[src/rtl/frwr_pkg.sv]
// Shared types and constants for the framed register write receiver.
// Used by the parser, the register file and the top level.
package frwr_pkg;

  localparam int unsigned BufferBytes   = 32;
  localparam int unsigned RegisterCount = 64;
  localparam int unsigned MaxPayload    = BufferBytes - 7;
  localparam int unsigned BufAw         = $clog2(BufferBytes);
  localparam int unsigned RegAw         = $clog2(RegisterCount);

  localparam logic [7:0] HeadFirst    = 8'hAA;
  localparam logic [7:0] HeadSecond   = 8'h55;
  localparam logic [7:0] Broadcast    = 8'h00;
  localparam logic [7:0] WriteCmd     = 8'h02;
  localparam logic [7:0] WritableLow  = 8'h02;
  localparam logic [7:0] WritableHigh = 8'h3F;

  typedef enum logic [1:0] {
    OP_BYTE = 2'd0,
    OP_TICK = 2'd1,
    OP_READ = 2'd2,
    OP_NONE = 2'd3
  } op_e;

  typedef enum logic [2:0] {
    ST_NONE     = 3'd0,
    ST_WRITE    = 3'd1,
    ST_OK       = 3'd2,
    ST_CHECKSUM = 3'd3,
    ST_HEADER   = 3'd4,
    ST_ADDRESS  = 3'd5,
    ST_LENGTH   = 3'd6
  } status_e;

  typedef enum logic [1:0] {
    CFG_LOCAL_ADDR  = 2'd0,
    CFG_DEVICE_TYPE = 2'd1,
    CFG_TIMEOUT     = 2'd2
  } cfg_e;

  typedef struct packed {
    logic [7:0] addr;
    logic [7:0] cmd;
    logic [7:0] start;
    logic [4:0] len;
  } frame_t;

endpackage

[src/rtl/frwr_if.sv]
// Valid/ready channels for input items and result items.
interface frwr_in_if;
  logic       valid;
  logic       ready;
  logic [1:0] opcode;
  logic [7:0] rx_byte;
  logic [5:0] read_index;
  modport source (output valid, opcode, rx_byte, read_index, input ready);
  modport sink   (input valid, opcode, rx_byte, read_index, output ready);
endinterface

interface frwr_out_if;
  logic       valid;
  logic       ready;
  logic [2:0] status;
  logic [7:0] frame_address;
  logic [7:0] frame_command;
  logic [7:0] frame_register;
  logic [4:0] frame_length;
  logic [7:0] read_data;
  logic       timed_out;
  modport source (output valid, status, frame_address, frame_command, frame_register,
                  frame_length, read_data, timed_out, input ready);
  modport sink   (input valid, status, frame_address, frame_command, frame_register,
                  frame_length, read_data, timed_out, output ready);
endinterface

[src/rtl/frwr_regfile.sv]
// Register file memory with per-entry valid bits; invalid entries read zero.
// Depends on frwr_pkg.
module frwr_regfile (
  input  logic                      clk_i,
  input  logic                      rst_ni,
  input  logic                      we_i,
  input  logic [frwr_pkg::RegAw-1:0] waddr_i,
  input  logic [7:0]                wdata_i,
  input  logic                      wd_clear_i,
  input  logic [frwr_pkg::RegAw-1:0] raddr_i,
  output logic [7:0]                rdata_o
);
  import frwr_pkg::*;

  logic [7:0]               mem [RegisterCount];
  logic [RegisterCount-1:0] vld_q;
  logic [7:0]               rd_q;
  logic                     rd_vld_q;

  always_ff @(posedge clk_i) begin
    if (we_i) begin
      mem[waddr_i] <= wdata_i;
    end
    rd_q <= mem[raddr_i];
  end

  always_ff @(posedge clk_i or negedge rst_ni) begin
    if (!rst_ni) begin
      vld_q    <= '0;
      rd_vld_q <= 1'b0;
    end else begin
      rd_vld_q <= vld_q[raddr_i];
      if (we_i) begin
        vld_q[waddr_i] <= 1'b1;
      end
      if (wd_clear_i) begin
        vld_q[10] <= 1'b0;
        vld_q[11] <= 1'b0;
        vld_q[14] <= 1'b0;
        vld_q[15] <= 1'b0;
      end
    end
  end

  assign rdata_o = rd_vld_q ? rd_q : 8'h00;

endmodule

[src/rtl/frwr_parser.sv]
// Byte-by-byte frame parser with payload buffer and checksum.
// Depends on frwr_pkg.
module frwr_parser (
  input  logic                       clk_i,
  input  logic                       rst_ni,
  input  logic                       step_i,
  input  logic [7:0]                 byte_i,
  input  logic [7:0]                 local_addr_i,
  input  logic [frwr_pkg::BufAw-1:0] buf_raddr_i,
  output frwr_pkg::status_e          status_o,
  output frwr_pkg::frame_t           frame_o,
  output logic [7:0]                 buf_rdata_o
);
  import frwr_pkg::*;

  typedef enum logic [2:0] {
    PH_HUNT, PH_HEAD2, PH_ADDR, PH_CMD, PH_REG, PH_LEN, PH_DATA, PH_SUM
  } phase_e;

  phase_e          phase_q, phase_d;
  logic [BufAw-1:0] cnt_q, cnt_d;
  logic [7:0]      xor_q, xor_d;
  frame_t          frame_q, frame_d;
  logic [7:0]      buf_mem [BufferBytes];
  logic [7:0]      buf_rd_q;
  logic [8:0]      span;
  logic            wr_ok;

  assign span  = {1'b0, frame_q.start} + {4'd0, frame_q.len};
  assign wr_ok = (frame_q.cmd == WriteCmd) && (frame_q.len != 5'd0)
              && (frame_q.start >= WritableLow) && (frame_q.start <= WritableHigh)
              && (span <= 9'(RegisterCount));

  always_comb begin
    phase_d  = phase_q;
    cnt_d    = cnt_q;
    xor_d    = xor_q;
    frame_d  = frame_q;
    status_o = ST_NONE;
    unique case (phase_q)
      PH_HUNT: begin
        if (byte_i == HeadFirst) phase_d = PH_HEAD2;
      end
      PH_HEAD2: begin
        if (byte_i == HeadSecond) begin
          phase_d = PH_ADDR;
        end else if (byte_i != HeadFirst) begin
          phase_d  = PH_HUNT;
          status_o = ST_HEADER;
        end
      end
      PH_ADDR: begin
        if (byte_i != Broadcast && byte_i != local_addr_i) begin
          phase_d  = PH_HUNT;
          status_o = ST_ADDRESS;
        end else begin
          frame_d = '{addr: byte_i, default: '0};
          xor_d   = byte_i;
          phase_d = PH_CMD;
        end
      end
      PH_CMD: begin
        frame_d.cmd = byte_i;
        xor_d       = xor_q ^ byte_i;
        phase_d     = PH_REG;
      end
      PH_REG: begin
        frame_d.start = byte_i;
        xor_d         = xor_q ^ byte_i;
        phase_d       = PH_LEN;
      end
      PH_LEN: begin
        if (byte_i > 8'(MaxPayload)) begin
          phase_d  = PH_HUNT;
          status_o = ST_LENGTH;
        end else begin
          frame_d.len = byte_i[4:0];
          xor_d       = xor_q ^ byte_i;
          cnt_d       = '0;
          phase_d     = (byte_i == 8'd0) ? PH_SUM : PH_DATA;
        end
      end
      PH_DATA: begin
        cnt_d = cnt_q + 1'b1;
        xor_d = xor_q ^ byte_i;
        if ({1'b0, cnt_q} + 6'd1 >= {1'b0, frame_q.len}) phase_d = PH_SUM;
      end
      PH_SUM: begin
        phase_d = PH_HUNT;
        if (byte_i != xor_q) status_o = ST_CHECKSUM;
        else                 status_o = wr_ok ? ST_WRITE : ST_OK;
      end
      default: phase_d = PH_HUNT;
    endcase
  end

  always_ff @(posedge clk_i or negedge rst_ni) begin
    if (!rst_ni) begin
      phase_q <= PH_HUNT;
      cnt_q   <= '0;
      xor_q   <= '0;
      frame_q <= '0;
    end else if (step_i) begin
      phase_q <= phase_d;
      cnt_q   <= cnt_d;
      xor_q   <= xor_d;
      frame_q <= frame_d;
    end
  end

  always_ff @(posedge clk_i) begin
    if (step_i && phase_q == PH_DATA) begin
      buf_mem[cnt_q] <= byte_i;
    end
    buf_rd_q <= buf_mem[buf_raddr_i];
  end

  assign frame_o     = frame_q;
  assign buf_rdata_o = buf_rd_q;

endmodule

[src/rtl/framed_register_write_receiver_top.sv]
// Top level: sequencer, watchdog, configuration and result register.
// Depends on frwr_pkg, frwr_if, frwr_parser and frwr_regfile.
//
//   channel | dir | payload
//   in_i    | in  | opcode, rx_byte, read_index
//   out_o   | out | status, frame fields, read_data, timed_out
//
// A byte, tick or read occupies the block through the done state, and its result
// beat is registered as the block leaves that state; a frame that writes first
// loops through the copy read and copy write states once per payload byte, since
// the copy goes through the buffer read port and the single register file write port.
// Reset clears control state and register valid bits at once; no sweep.
// A waiting result holds in the output register; one more item may then be
// accepted and holds in the done state until the register frees.
module framed_register_write_receiver_top (
  input  logic        clk_i,
  input  logic        rst_ni,
  frwr_in_if.sink     in_i,
  frwr_out_if.source  out_o,
  input  logic        cfg_we_i,
  input  logic [1:0]  cfg_idx_i,
  input  logic [15:0] cfg_data_i
);
  import frwr_pkg::*;

  typedef enum logic [1:0] {S_IDLE, S_CP_RD, S_CP_WR, S_DONE} state_e;

  state_e          state_q;
  logic [7:0]      local_addr_q, dev_type_q;
  logic [15:0]     timeout_q, silence_q;
  logic            expired_q, seen_q;
  status_e         st_q;
  op_e             op_q;
  logic [5:0]      idx_q;
  logic [BufAw-1:0] cnt_q;
  logic            out_valid_q;
  status_e         pstat;
  frame_t          frame;
  logic [7:0]      buf_rdata, rf_rdata, rd_val;
  logic            accept, step, rf_we, wd_clear, tick_trip;
  logic [RegAw-1:0] rf_waddr, rf_raddr;
  logic [15:0]     silence_inc;
  logic [8:0]      waddr_full;

  assign accept = in_i.valid && in_i.ready;
  assign in_i.ready = (state_q == S_IDLE);
  assign step = accept && (op_e'(in_i.opcode) == OP_BYTE);

  assign silence_inc = (silence_q < timeout_q) ? silence_q + 16'd1 : silence_q;
  assign tick_trip   = !seen_q && !expired_q && (silence_inc >= timeout_q);
  assign wd_clear    = accept && (op_e'(in_i.opcode) == OP_TICK) && tick_trip;

  assign waddr_full = {1'b0, frame.start} + {4'd0, cnt_q};
  assign rf_waddr   = waddr_full[RegAw-1:0];
  assign rf_we      = (state_q == S_CP_WR);
  assign rf_raddr   = (state_q == S_IDLE) ? in_i.read_index[RegAw-1:0] : idx_q[RegAw-1:0];

  frwr_parser u_parser (
    .clk_i        (clk_i),
    .rst_ni       (rst_ni),
    .step_i       (step),
    .byte_i       (in_i.rx_byte),
    .local_addr_i (local_addr_q),
    .buf_raddr_i  (cnt_q),
    .status_o     (pstat),
    .frame_o      (frame),
    .buf_rdata_o  (buf_rdata)
  );

  frwr_regfile u_regfile (
    .clk_i      (clk_i),
    .rst_ni     (rst_ni),
    .we_i       (rf_we),
    .waddr_i    (rf_waddr),
    .wdata_i    (buf_rdata),
    .wd_clear_i (wd_clear),
    .raddr_i    (rf_raddr),
    .rdata_o    (rf_rdata)
  );

  always_comb begin
    rd_val = 8'h00;
    if (op_q == OP_READ) begin
      if (idx_q == 6'd0)      rd_val = local_addr_q;
      else if (idx_q == 6'd1) rd_val = dev_type_q;
      else                    rd_val = rf_rdata;
    end
  end

  always_ff @(posedge clk_i or negedge rst_ni) begin
    if (!rst_ni) begin
      local_addr_q <= 8'd1;
      dev_type_q   <= 8'd16;
      timeout_q    <= 16'd10000;
    end else if (cfg_we_i) begin
      unique case (cfg_e'(cfg_idx_i))
        CFG_LOCAL_ADDR:  local_addr_q <= cfg_data_i[7:0];
        CFG_DEVICE_TYPE: dev_type_q   <= cfg_data_i[7:0];
        CFG_TIMEOUT:     timeout_q    <= cfg_data_i;
        default: ;
      endcase
    end
  end

  always_ff @(posedge clk_i or negedge rst_ni) begin
    if (!rst_ni) begin
      state_q     <= S_IDLE;
      silence_q   <= '0;
      expired_q   <= 1'b0;
      seen_q      <= 1'b0;
      st_q        <= ST_NONE;
      op_q        <= OP_NONE;
      idx_q       <= '0;
      cnt_q       <= '0;
      out_valid_q <= 1'b0;
    end else begin
      if (state_q == S_DONE && (!out_valid_q || out_o.ready)) begin
        out_valid_q <= 1'b1;
      end else if (out_valid_q && out_o.ready) begin
        out_valid_q <= 1'b0;
      end
      unique case (state_q)
        S_IDLE: begin
          if (accept) begin
            op_q  <= op_e'(in_i.opcode);
            idx_q <= in_i.read_index;
            cnt_q <= '0;
            if (op_e'(in_i.opcode) == OP_BYTE) begin
              st_q    <= pstat;
              state_q <= (pstat == ST_WRITE) ? S_CP_RD : S_DONE;
            end else begin
              st_q    <= ST_NONE;
              state_q <= S_DONE;
              if (op_e'(in_i.opcode) == OP_TICK) begin
                if (seen_q) begin
                  seen_q    <= 1'b0;
                  silence_q <= '0;
                  expired_q <= 1'b0;
                end else begin
                  silence_q <= silence_inc;
                  if (tick_trip) expired_q <= 1'b1;
                end
              end
            end
          end
        end
        S_CP_RD: state_q <= S_CP_WR;
        S_CP_WR: begin
          cnt_q <= cnt_q + 1'b1;
          if ({1'b0, cnt_q} + 6'd1 >= {1'b0, frame.len}) begin
            seen_q  <= 1'b1;
            state_q <= S_DONE;
          end else begin
            state_q <= S_CP_RD;
          end
        end
        S_DONE: begin
          if (!out_valid_q || out_o.ready) begin
            state_q <= S_IDLE;
          end
        end
        default: state_q <= S_IDLE;
      endcase
    end
  end

  logic       good_st;
  logic [2:0] ost_q;
  frame_t     ofr_q;
  logic [7:0] ord_q;
  logic       oto_q;

  assign good_st = (st_q == ST_WRITE) || (st_q == ST_OK);

  always_ff @(posedge clk_i) begin
    if (state_q == S_DONE && (!out_valid_q || out_o.ready)) begin
      ost_q <= st_q;
      ofr_q <= good_st ? frame : '0;
      ord_q <= rd_val;
      oto_q <= expired_q;
    end
  end

  assign out_o.valid          = out_valid_q;
  assign out_o.status         = ost_q;
  assign out_o.frame_address  = ofr_q.addr;
  assign out_o.frame_command  = ofr_q.cmd;
  assign out_o.frame_register = ofr_q.start;
  assign out_o.frame_length   = ofr_q.len;
  assign out_o.read_data      = ord_q;
  assign out_o.timed_out      = oto_q;

  a_copy_in_span: assert property (@(posedge clk_i) disable iff (!rst_ni)
    rf_we |-> (frame.start >= WritableLow) && (cnt_q < frame.len))
    else $error("register write outside frame span");

  a_busy_after_accept: assert property (@(posedge clk_i) disable iff (!rst_ni)
    accept |=> !in_i.ready)
    else $error("input ready straight after accepting a beat");

  a_copy_only_on_write: assert property (@(posedge clk_i) disable iff (!rst_ni)
    (state_q == S_CP_RD) |-> (st_q == ST_WRITE))
    else $error("payload copy without a write status");

endmodule
[src/flat_wrapper.sv]
// flat-port wrapper written by rule: the top's interface ports become plain ports
module framed_register_write_receiver_top_flat import frwr_pkg::*;
  (clk_i, rst_ni, cfg_we_i, cfg_idx_i, cfg_data_i, in_i_valid, in_i_opcode, in_i_rx_byte, in_i_read_index, in_i_ready, out_o_valid, out_o_status, out_o_frame_address, out_o_frame_command, out_o_frame_register, out_o_frame_length, out_o_read_data, out_o_timed_out, out_o_ready);
  frwr_in_if in_i_i ();
  frwr_out_if out_o_i ();
  input  logic clk_i;
  input  logic rst_ni;
  input  logic cfg_we_i;
  input  logic [1:0] cfg_idx_i;
  input  logic [15:0] cfg_data_i;
  input wire logic [$bits(in_i_i.valid)-1:0] in_i_valid;
  input wire logic [$bits(in_i_i.opcode)-1:0] in_i_opcode;
  input wire logic [$bits(in_i_i.rx_byte)-1:0] in_i_rx_byte;
  input wire logic [$bits(in_i_i.read_index)-1:0] in_i_read_index;
  output wire logic [$bits(in_i_i.ready)-1:0] in_i_ready;
  output wire logic [$bits(out_o_i.valid)-1:0] out_o_valid;
  output wire logic [$bits(out_o_i.status)-1:0] out_o_status;
  output wire logic [$bits(out_o_i.frame_address)-1:0] out_o_frame_address;
  output wire logic [$bits(out_o_i.frame_command)-1:0] out_o_frame_command;
  output wire logic [$bits(out_o_i.frame_register)-1:0] out_o_frame_register;
  output wire logic [$bits(out_o_i.frame_length)-1:0] out_o_frame_length;
  output wire logic [$bits(out_o_i.read_data)-1:0] out_o_read_data;
  output wire logic [$bits(out_o_i.timed_out)-1:0] out_o_timed_out;
  input wire logic [$bits(out_o_i.ready)-1:0] out_o_ready;
  assign in_i_i.valid = in_i_valid;
  assign in_i_i.opcode = in_i_opcode;
  assign in_i_i.rx_byte = in_i_rx_byte;
  assign in_i_i.read_index = in_i_read_index;
  assign in_i_ready = in_i_i.ready;
  assign out_o_valid = out_o_i.valid;
  assign out_o_status = out_o_i.status;
  assign out_o_frame_address = out_o_i.frame_address;
  assign out_o_frame_command = out_o_i.frame_command;
  assign out_o_frame_register = out_o_i.frame_register;
  assign out_o_frame_length = out_o_i.frame_length;
  assign out_o_read_data = out_o_i.read_data;
  assign out_o_timed_out = out_o_i.timed_out;
  assign out_o_i.ready = out_o_ready;
  framed_register_write_receiver_top u_core (.clk_i(clk_i), .rst_ni(rst_ni), .in_i(in_i_i), .out_o(out_o_i), .cfg_we_i(cfg_we_i), .cfg_idx_i(cfg_idx_i), .cfg_data_i(cfg_data_i));
endmodule
[config.mk]
export PLATFORM = sky130hd
export DESIGN_NAME = framed_register_write_receiver_top_flat
export DESIGN_NICKNAME = d
export VERILOG_FILES = /design/src/rtl/frwr_pkg.sv /design/src/rtl/frwr_if.sv /design/src/rtl/frwr_regfile.sv /design/src/rtl/frwr_parser.sv /design/src/rtl/framed_register_write_receiver_top.sv /design/src/flat_wrapper.sv
export SDC_FILE = /design/constraint.sdc
export NUM_CORES = 1
export LEC_CHECK = 0
export ABC_CLOCK_PERIOD_IN_PS = 4760
export CORE_MARGIN = 2
export CORE_UTILIZATION = 60
export DETAILED_ROUTE_END_ITERATION = 7
export DONT_BUFFER_PORTS = 1
export PLACE_DENSITY = 0.76
export SYNTH_ARGS = -nofsm -noshare
export SYNTH_HDL_FRONTEND = slang
export SYNTH_HIERARCHICAL = 1
export SYNTH_SLANG_ARGS = --single-unit
[constraint.sdc]
create_clock -name clk_i -period 4.76 [get_ports clk_i]
set_input_delay 0.476 -clock clk_i [delete_from_list [all_inputs] [get_ports clk_i]]
set_output_delay 0.476 -clock clk_i [all_outputs]
set_load 0.02 [all_outputs]
==> results.json, run 1 <==
{
  "status": "completed",
  "timing.final.crit_share": 0.905,
  "io_buffers": 0,
  "cts_htree_levels": 3,
  "cts-buffers-inserted": 99,
  "synth_area_per_cell_um2": 17.8,
  "finalSetupViolCount": 0,
  "cts_setup_buffers": 0,
  "synth-edff-count": 809,
  "grt_overflow": 0,
  "grt_max_degree": 180,
  "post-route-min-period_ns": 4.31,
  "nets": 2555,
  "track_usage": 0.274,
  "drv_slew": 0,
  "antenna_found_initial": 3,
  "syn-instance-count": 2348,
  "wl_per_cell_um": 27.6,
  "place.gp.congestion": 0.881,
  "fin_skew_ns": 0.0171,
  "cap_violations": 0,
  "tns_ns": 0,
  "finalHoldViolCount": 0,
  "coreArea_um2": 68800,
  "clk_transition_reported_paths_ns": 0.06,
  "max_freq_mhz": 232,
  "required_ns": 5.34,
  "irDropWorstVdd_uv": 1220,
  "yosysWarnings": 6,
  "finish.instance_area_um2": 46800,
  "synth_flop_cell": "edfxtp_1",
  "cts_tree": "built",
  "startpoint_type": "register",
  "rsz0062_at_grt": "no",
  "clkSinkCount": 1004,
  "stdcell_count": 3474,
  "cts_max_path_buffers": 3,
  "hp-class": "in -> reg",
  "maxSlewHeadroom": 0.143,
  "root_buffer": "clkbuf_16",
  "yosys_register_bits": 1004,
  "drive_above_1_share": 0.240,
  "start_util": 0.607,
  "crit_arrival_ns": 4.88,
  "async_flop_share": 0.178,
  "end_kind": "register",
  "crit_slowest_cell": "dfstp_2",
  "ios": 82,
  "crit_chain": "inv_1 > ha_1 > nand4_1 > or3_4 > a2111oi_4 > buf_4 > nor4_1 > xor2_1 > ha_1 > a21o_1 > a21o_1 > a211oi_1 > o41ai_1 > a221oi_1 > nor4_2 > nor2_1",
  "routed_wl_mm": 96.0,
  "worst-path-max-fanout": 5,
  "ant_nets": 0,
  "die_w_um": 268,
  "synth_common_cells": "809 x edfxtp_1, 188 x mux4_2, 170 x dfrtp_1",
  "utilization": 0.679,
  "firstDrtPassIters": 7,
  "grt_pass1_wl_mm": 145,
  "dpl-instance-area_um2": 42900,
  "first_iter_violations": 2704,
  "row_count": 96,
  "area_delta_synth_final_pct": 11.9,
  "dieArea_um2": 71800,
  "die_h_um": 268,
  "ys_seq_area_frac": 0.696,
  "synth_largest_area_cell": "edfxtp_1",
  "synthDistinctLibCells": 83,
  "vias": 22600,
  "syn_area_um2": 41800,
  "p_leak_nw": 16.4,
  "crit_path_max_incr_delay_ns": 0.53,
  "synth_nets": 2446,
  "synth_most_common_cell": "edfxtp_1",
  "drc_errors": 0,
  "vias_per_cell": 6.51,
  "insertion_delay_ns": 0.65,
  "yosysTopAreaCellShare": 0.581,
  "critical_path_class": "reg -> reg",
  "synthTopCellsByArea": "edfxtp_1 58%, dfrtp_1 10%, mux4_2 10%",
  "first_global_vias": 22600,
  "dp.cells": 3248,
  "diodes": 0,
  "dp_hpwl_mm": 55.9,
  "power-per-cell-area_nw_per_um2": 614,
  "worstMarginPinSlew_ns": 1.28
}
## state kept, by name, indices dropped and copies added, names as in the netlist, 16 cells and up
signal	cells
u_core/silence_q	16
u_core/u_parser/frame_o	29
u_core/timeout_q	16
u_core/u_regfile/mem	512
u_core/u_parser/buf_mem	256
u_core/u_regfile/vld_q	64
## worst max-delay path, delay by kind of cell, from the launching register on
family / cells / cell delay, ns
flip-flops: 1 / 0.53
buffers and inverters: 2 / 0.28
XOR/XNOR: 1 / 0.18
adder cells (fa/ha/maj): 2 / 0.61
AO/OA/AOI/OAI: 6 / 1.63
AND/OR/NAND/NOR: 5 / 1.02
## cell type report
cell class	instances	area, um2
clock buffer	137	2800
timing repair buffer	120	1110
tap	931	1160
sequential	1004	29100
multi-input combinational	1192	11900
clock inverter	50	522
fill	4387	22100
inverter	40	150
## per-layer routing
layer	wire, um	up-vias	global-route usage
met4	3050	2	0.0924
met5	13	-	0
met2	47100	1126	0.445
met1	38000	11700	0.381
met3	7800	203	0.0515
li1	-	9526	-
## layout by cell type (no fill, tap or decap), types with 36 or more instances in the layout
cell,n
and2_1,37
edfxtp_1,809
dfrtp_1,168
inv_1,39
mux4_1,36
mux4_2,188
nor2_1,155
or2_2,67
ha_1,57
mux2i_1,37
clkbuf_16,103
o21ai_0,42
mux2_2,64
buf_4,80
nand2_1,103
## metrics by stage
stage                     setup slack [ns]  power, mW  hold slack [ns]
after detailed placement             0.307       20.7            0.188
after floorplan                      0.941       18.2            0.180
after CTS                            0.293       28.7          0.00319
after global routing                 0.150       29.8           0.0245
final                                0.453       28.7           0.0396
after global placement               0.397       20.4            0.188
## cell families after synthesis
group / after synthesis / synth area share
and+or+nand+nor: 532 / 0.0651
xor gates and xnor gates: 47 / 0.00985
AOI/OAI and AO/OA: 226 / 0.0395
DFF: 1004 / 0.696
muxes: 328 / 0.151
buffers and inverters: 152 / 0.0204
adders and majority gates: 59 / 0.0180
## power breakdown
part | internal [mW] | switching (mW)
clock | 4.61 | 3.29
sequential | 11.1 | 0.945
combinational | 3.67 | 5.11
## path summary, 6_finish.rpt
kind                                                        start                                endpoint  slack [ns]  cells after the start
min in group asynchronous                                  rst_ni  u_core/u_regfile/vld_q[27]$_DFFE_PN0P_        0.49                      2
hold reg to reg            u_core/u_regfile/vld_q[63]$_DFFE_PN0P_  u_core/u_regfile/vld_q[63]$_DFFE_PN0P_        0.46                      1
hold / removal                                    in_i_rx_byte[0]    u_core/u_parser/xor_q[0]$_DFFE_PN0P_        0.04                      2
max in group asynchronous                                  rst_ni             u_core/cnt_q[0]$_DFFE_PN0P_        3.28                      2
setup / recovery                 u_core/timeout_q[13]$_DFFE_PN1P_  u_core/u_regfile/vld_q[10]$_DFFE_PN0P_        0.45                     16
setup reg to reg                 u_core/timeout_q[13]$_DFFE_PN1P_  u_core/u_regfile/vld_q[10]$_DFFE_PN0P_        0.45                     16
## repair_timing
item	4_1_cts	5_1_grt
endpoints found under the setup margin	0	4
endpoints found under the hold margin	511	0
hold buffers	39	0
gates resized for setup	0	2
(Power assumes the default switching activity.)
==> run 2, diff against run 1 <==
--- a/config.mk
+++ b/config.mk
@@ -5,7 +5,7 @@
 export SDC_FILE = /design/constraint.sdc
 export NUM_CORES = 1
 export LEC_CHECK = 0
-export ABC_CLOCK_PERIOD_IN_PS = 4760
+export ABC_CLOCK_PERIOD_IN_PS = 4270
 export CORE_MARGIN = 2
 export CORE_UTILIZATION = 60
 export DETAILED_ROUTE_END_ITERATION = 7
==> constraint.sdc (replaced) <==
create_clock -name clk_i -period 4.27 [get_ports clk_i]
set_input_delay 0.427 -clock clk_i [delete_from_list [all_inputs] [get_ports clk_i]]
set_output_delay 0.427 -clock clk_i [all_outputs]
set_load 0.02 [all_outputs]
==> results.json, run 2 (synthesis results as in run 1) <==
{
  "top_regs": "u_core/u_regfile/mem (512), u_core/u_parser/buf_mem (256), u_core/u_regfile/vld_q (64)",
  "dp_hpwl_mm": 56.3,
  "cts_tree": "built",
  "area_delta_synth_final_pct": 12.5,
  "required_ns": 4.77,
  "cap_violations": 0,
  "post-place-ws_ns": -0.101,
  "violations": "negative hold slack",
  "regToRegSetupSlack_ns": 0.18,
  "finish.instance_area_um2": 47000,
  "p_leak_nw": 16.6,
  "die_h_um": 268,
  "nets": 2578,
  "first_global_vias": 22700,
  "vias_per_cell": 6.44,
  "status": "finished with violations",
  "power_frac_comb": 0.312,
  "crit_slowest_cell": "dfstp_2",
  "insertion_delay_ns": 0.67,
  "start_util": 0.607,
  "wl_per_cell_um": 27.5,
  "critical_path_class": "reg -> reg",
  "clkSinkCount": 1004,
  "finalSetupViolCount": 0,
  "post-route-min-period_ns": 4.09,
  "clk_transition_reported_paths_ns": 0.06,
  "drive_above_1_share": 0.250,
  "crit_arrival_ns": 4.59,
  "place.gp.congestion": 0.864,
  "drc_errors": 0,
  "cts_max_path_buffers": 3,
  "worstMarginPinSlew_ns": 1.26,
  "power_switching_mw": 10.4,
  "io_buffers": 0,
  "timing.final.crit_share": 0.958,
  "row_count": 96,
  "grt_pass1_wl_mm": 144,
  "max_freq_mhz": 245,
  "top_register": "u_core/u_regfile/mem",
  "ant_nets": 0,
  "dp.cells": 3267,
  "hp-class": "in -> async",
  "ios": 82,
  "track_usage": 0.274,
  "crit_path_max_incr_delay_ns": 0.52,
  "grt_overflow": 0,
  "routed_wl_mm": 96.1,
  "cts_htree_levels": 3,
  "fill_cells": 4335,
  "power-per-cell-area_nw_per_um2": 683,
  "coreArea_um2": 68800,
  "final_common_cell": "edfxtp_1",
  "vias": 22500,
  "worst-path-max-fanout": 5,
  "firstDrtPassIters": 5,
  "largest_register_ffs": 512,
  "mostFrequentLayoutCells": "809 x edfxtp_1, 188 x mux4_2, 168 x dfrtp_1, 155 x nor2_1, 104 x buf_4",
  "first_iter_violations": 2806,
  "whs_ns": -0.533,
  "root_buffer": "clkbuf_16",
  "drv_slew": 0,
  "swShare": 0.325,
  "grt_max_degree": 180,
  "worst_slack_ns": 0.180,
  "dpl-instance-area_um2": 43100,
  "tns_ns": 0,
  "cts-buffers-inserted": 99,
  "die_w_um": 268,
  "irDropWorstVdd_uv": 1110,
  "startpoint_type": "register",
  "fin_skew_ns": 0.0435,
  "finalHoldViolCount": 179,
  "antenna_found_initial": 2,
  "end_kind": "register",
  "dieArea_um2": 71800,
  "stdcell_count": 3496,
  "crit_chain": "inv_1 > ha_1 > nand4_1 > or3_4 > a2111oi_4 > buf_4 > buf_4 > nor3_2 > nand2_1 > xnor2_1 > ha_1 > o21a_1 > nor2_1 > o41ai_2 > a221oi_2 > nor4_4 > nor2_1",
  "clkPwrFrac": 0.274,
  "cts.hold.buffers_added": 35,
  "diodes": 0,
  "maxSlewHeadroom": 0.157,
  "pwr-share-seq": 0.414,
  "p_int_mw": 21.7
}
## run 2: changes by cell type in the layout (fill, tap and decap cells not counted), sizes merged
cell         previous run  this run
buf                    90       116
clkbuf                137       141
dlygate4sd3            30        27
inv                    44        42
clkinvlp                2         3
clkinv                 35        31
## run 2: what timing repair did
action	4_1_cts	5_1_grt
endpoints found under the setup margin	4	4
buffers inserted	2	7
endpoints found under the hold margin	515	179
pin swaps	1	6
resized for setup	4	11
## run 2: layout make-up
type	count	area [um2]	share of cell area
clock buffers	141	2800	0.0595
clock inverters	45	528	0.0112
inverters	40	150	0.00319
multi-input cells	1192	12000	0.255
flip-flops and latches	1004	29100	0.619
well taps	931	1160	0.0248
repair buffers	143	1290	0.0275
## run 2: worst paths after layout
kind                                                  startpoint                                endpoint  depth (start not counted)
max reg2reg                     u_core/timeout_q[13]$_DFFE_PN1P_  u_core/u_regfile/vld_q[10]$_DFFE_PN0P_                         17
max in group asynchronous                                 rst_ni      u_core/local_addr_q[0]$_DFFE_PN1P_                          0
min reg2reg                u_core/u_regfile/vld_q[2]$_DFFE_PN0P_   u_core/u_regfile/vld_q[2]$_DFFE_PN0P_                          1
min                                                       rst_ni  u_core/u_regfile/vld_q[24]$_DFFE_PN0P_                          0
min in group clk_i                               in_i_rx_byte[4]    u_core/u_parser/xor_q[4]$_DFFE_PN0P_                          2
max                             u_core/timeout_q[13]$_DFFE_PN1P_  u_core/u_regfile/vld_q[10]$_DFFE_PN0P_                         17
## run 2: critical path: cells and delay by family (launching register included)
kind	cells	cell delay, ns
simple gates	7	1.27
compound gates	4	1.11
fa+ha+maj	2	0.60
flops	1	0.52
buf+inv	3	0.38
xor+xnor	1	0.08
## run 2: power groups by stage
stage | combinational, mW | sequential, mW | clock, mW
2_1_floorplan | 6.90 | 13.4 | 0
3_3_place_gp | 9.41 | 13.4 | 0
3_5_place_dp | 9.60 | 13.5 | 0
4_1_cts | 9.84 | 13.3 | 8.91
5_1_grt | 10.6 | 13.4 | 9.30
6_report | 10.0 | 13.3 | 8.80
## run 2: per-stage QoR
stage,power [mW],utilization
2_1_floorplan,20.3,-
3_3_place_gp,22.8,0.627
3_5_place_dp,23.1,0.627
4_1_cts,32.0,0.682
5_1_grt,33.4,0.683
6_report,32.1,0.683
## run 2: per-layer routing
layer,routed length [um],part of all wire,vias up,global-route usage
li1,-,-,9578,-
met1,37600,0.39,11600,0.377
met2,46400,0.48,1089,0.434
met3,8210,0.085,219,0.0587
met4,3880,0.040,2,0.112
met5,14,0.00015,-,0
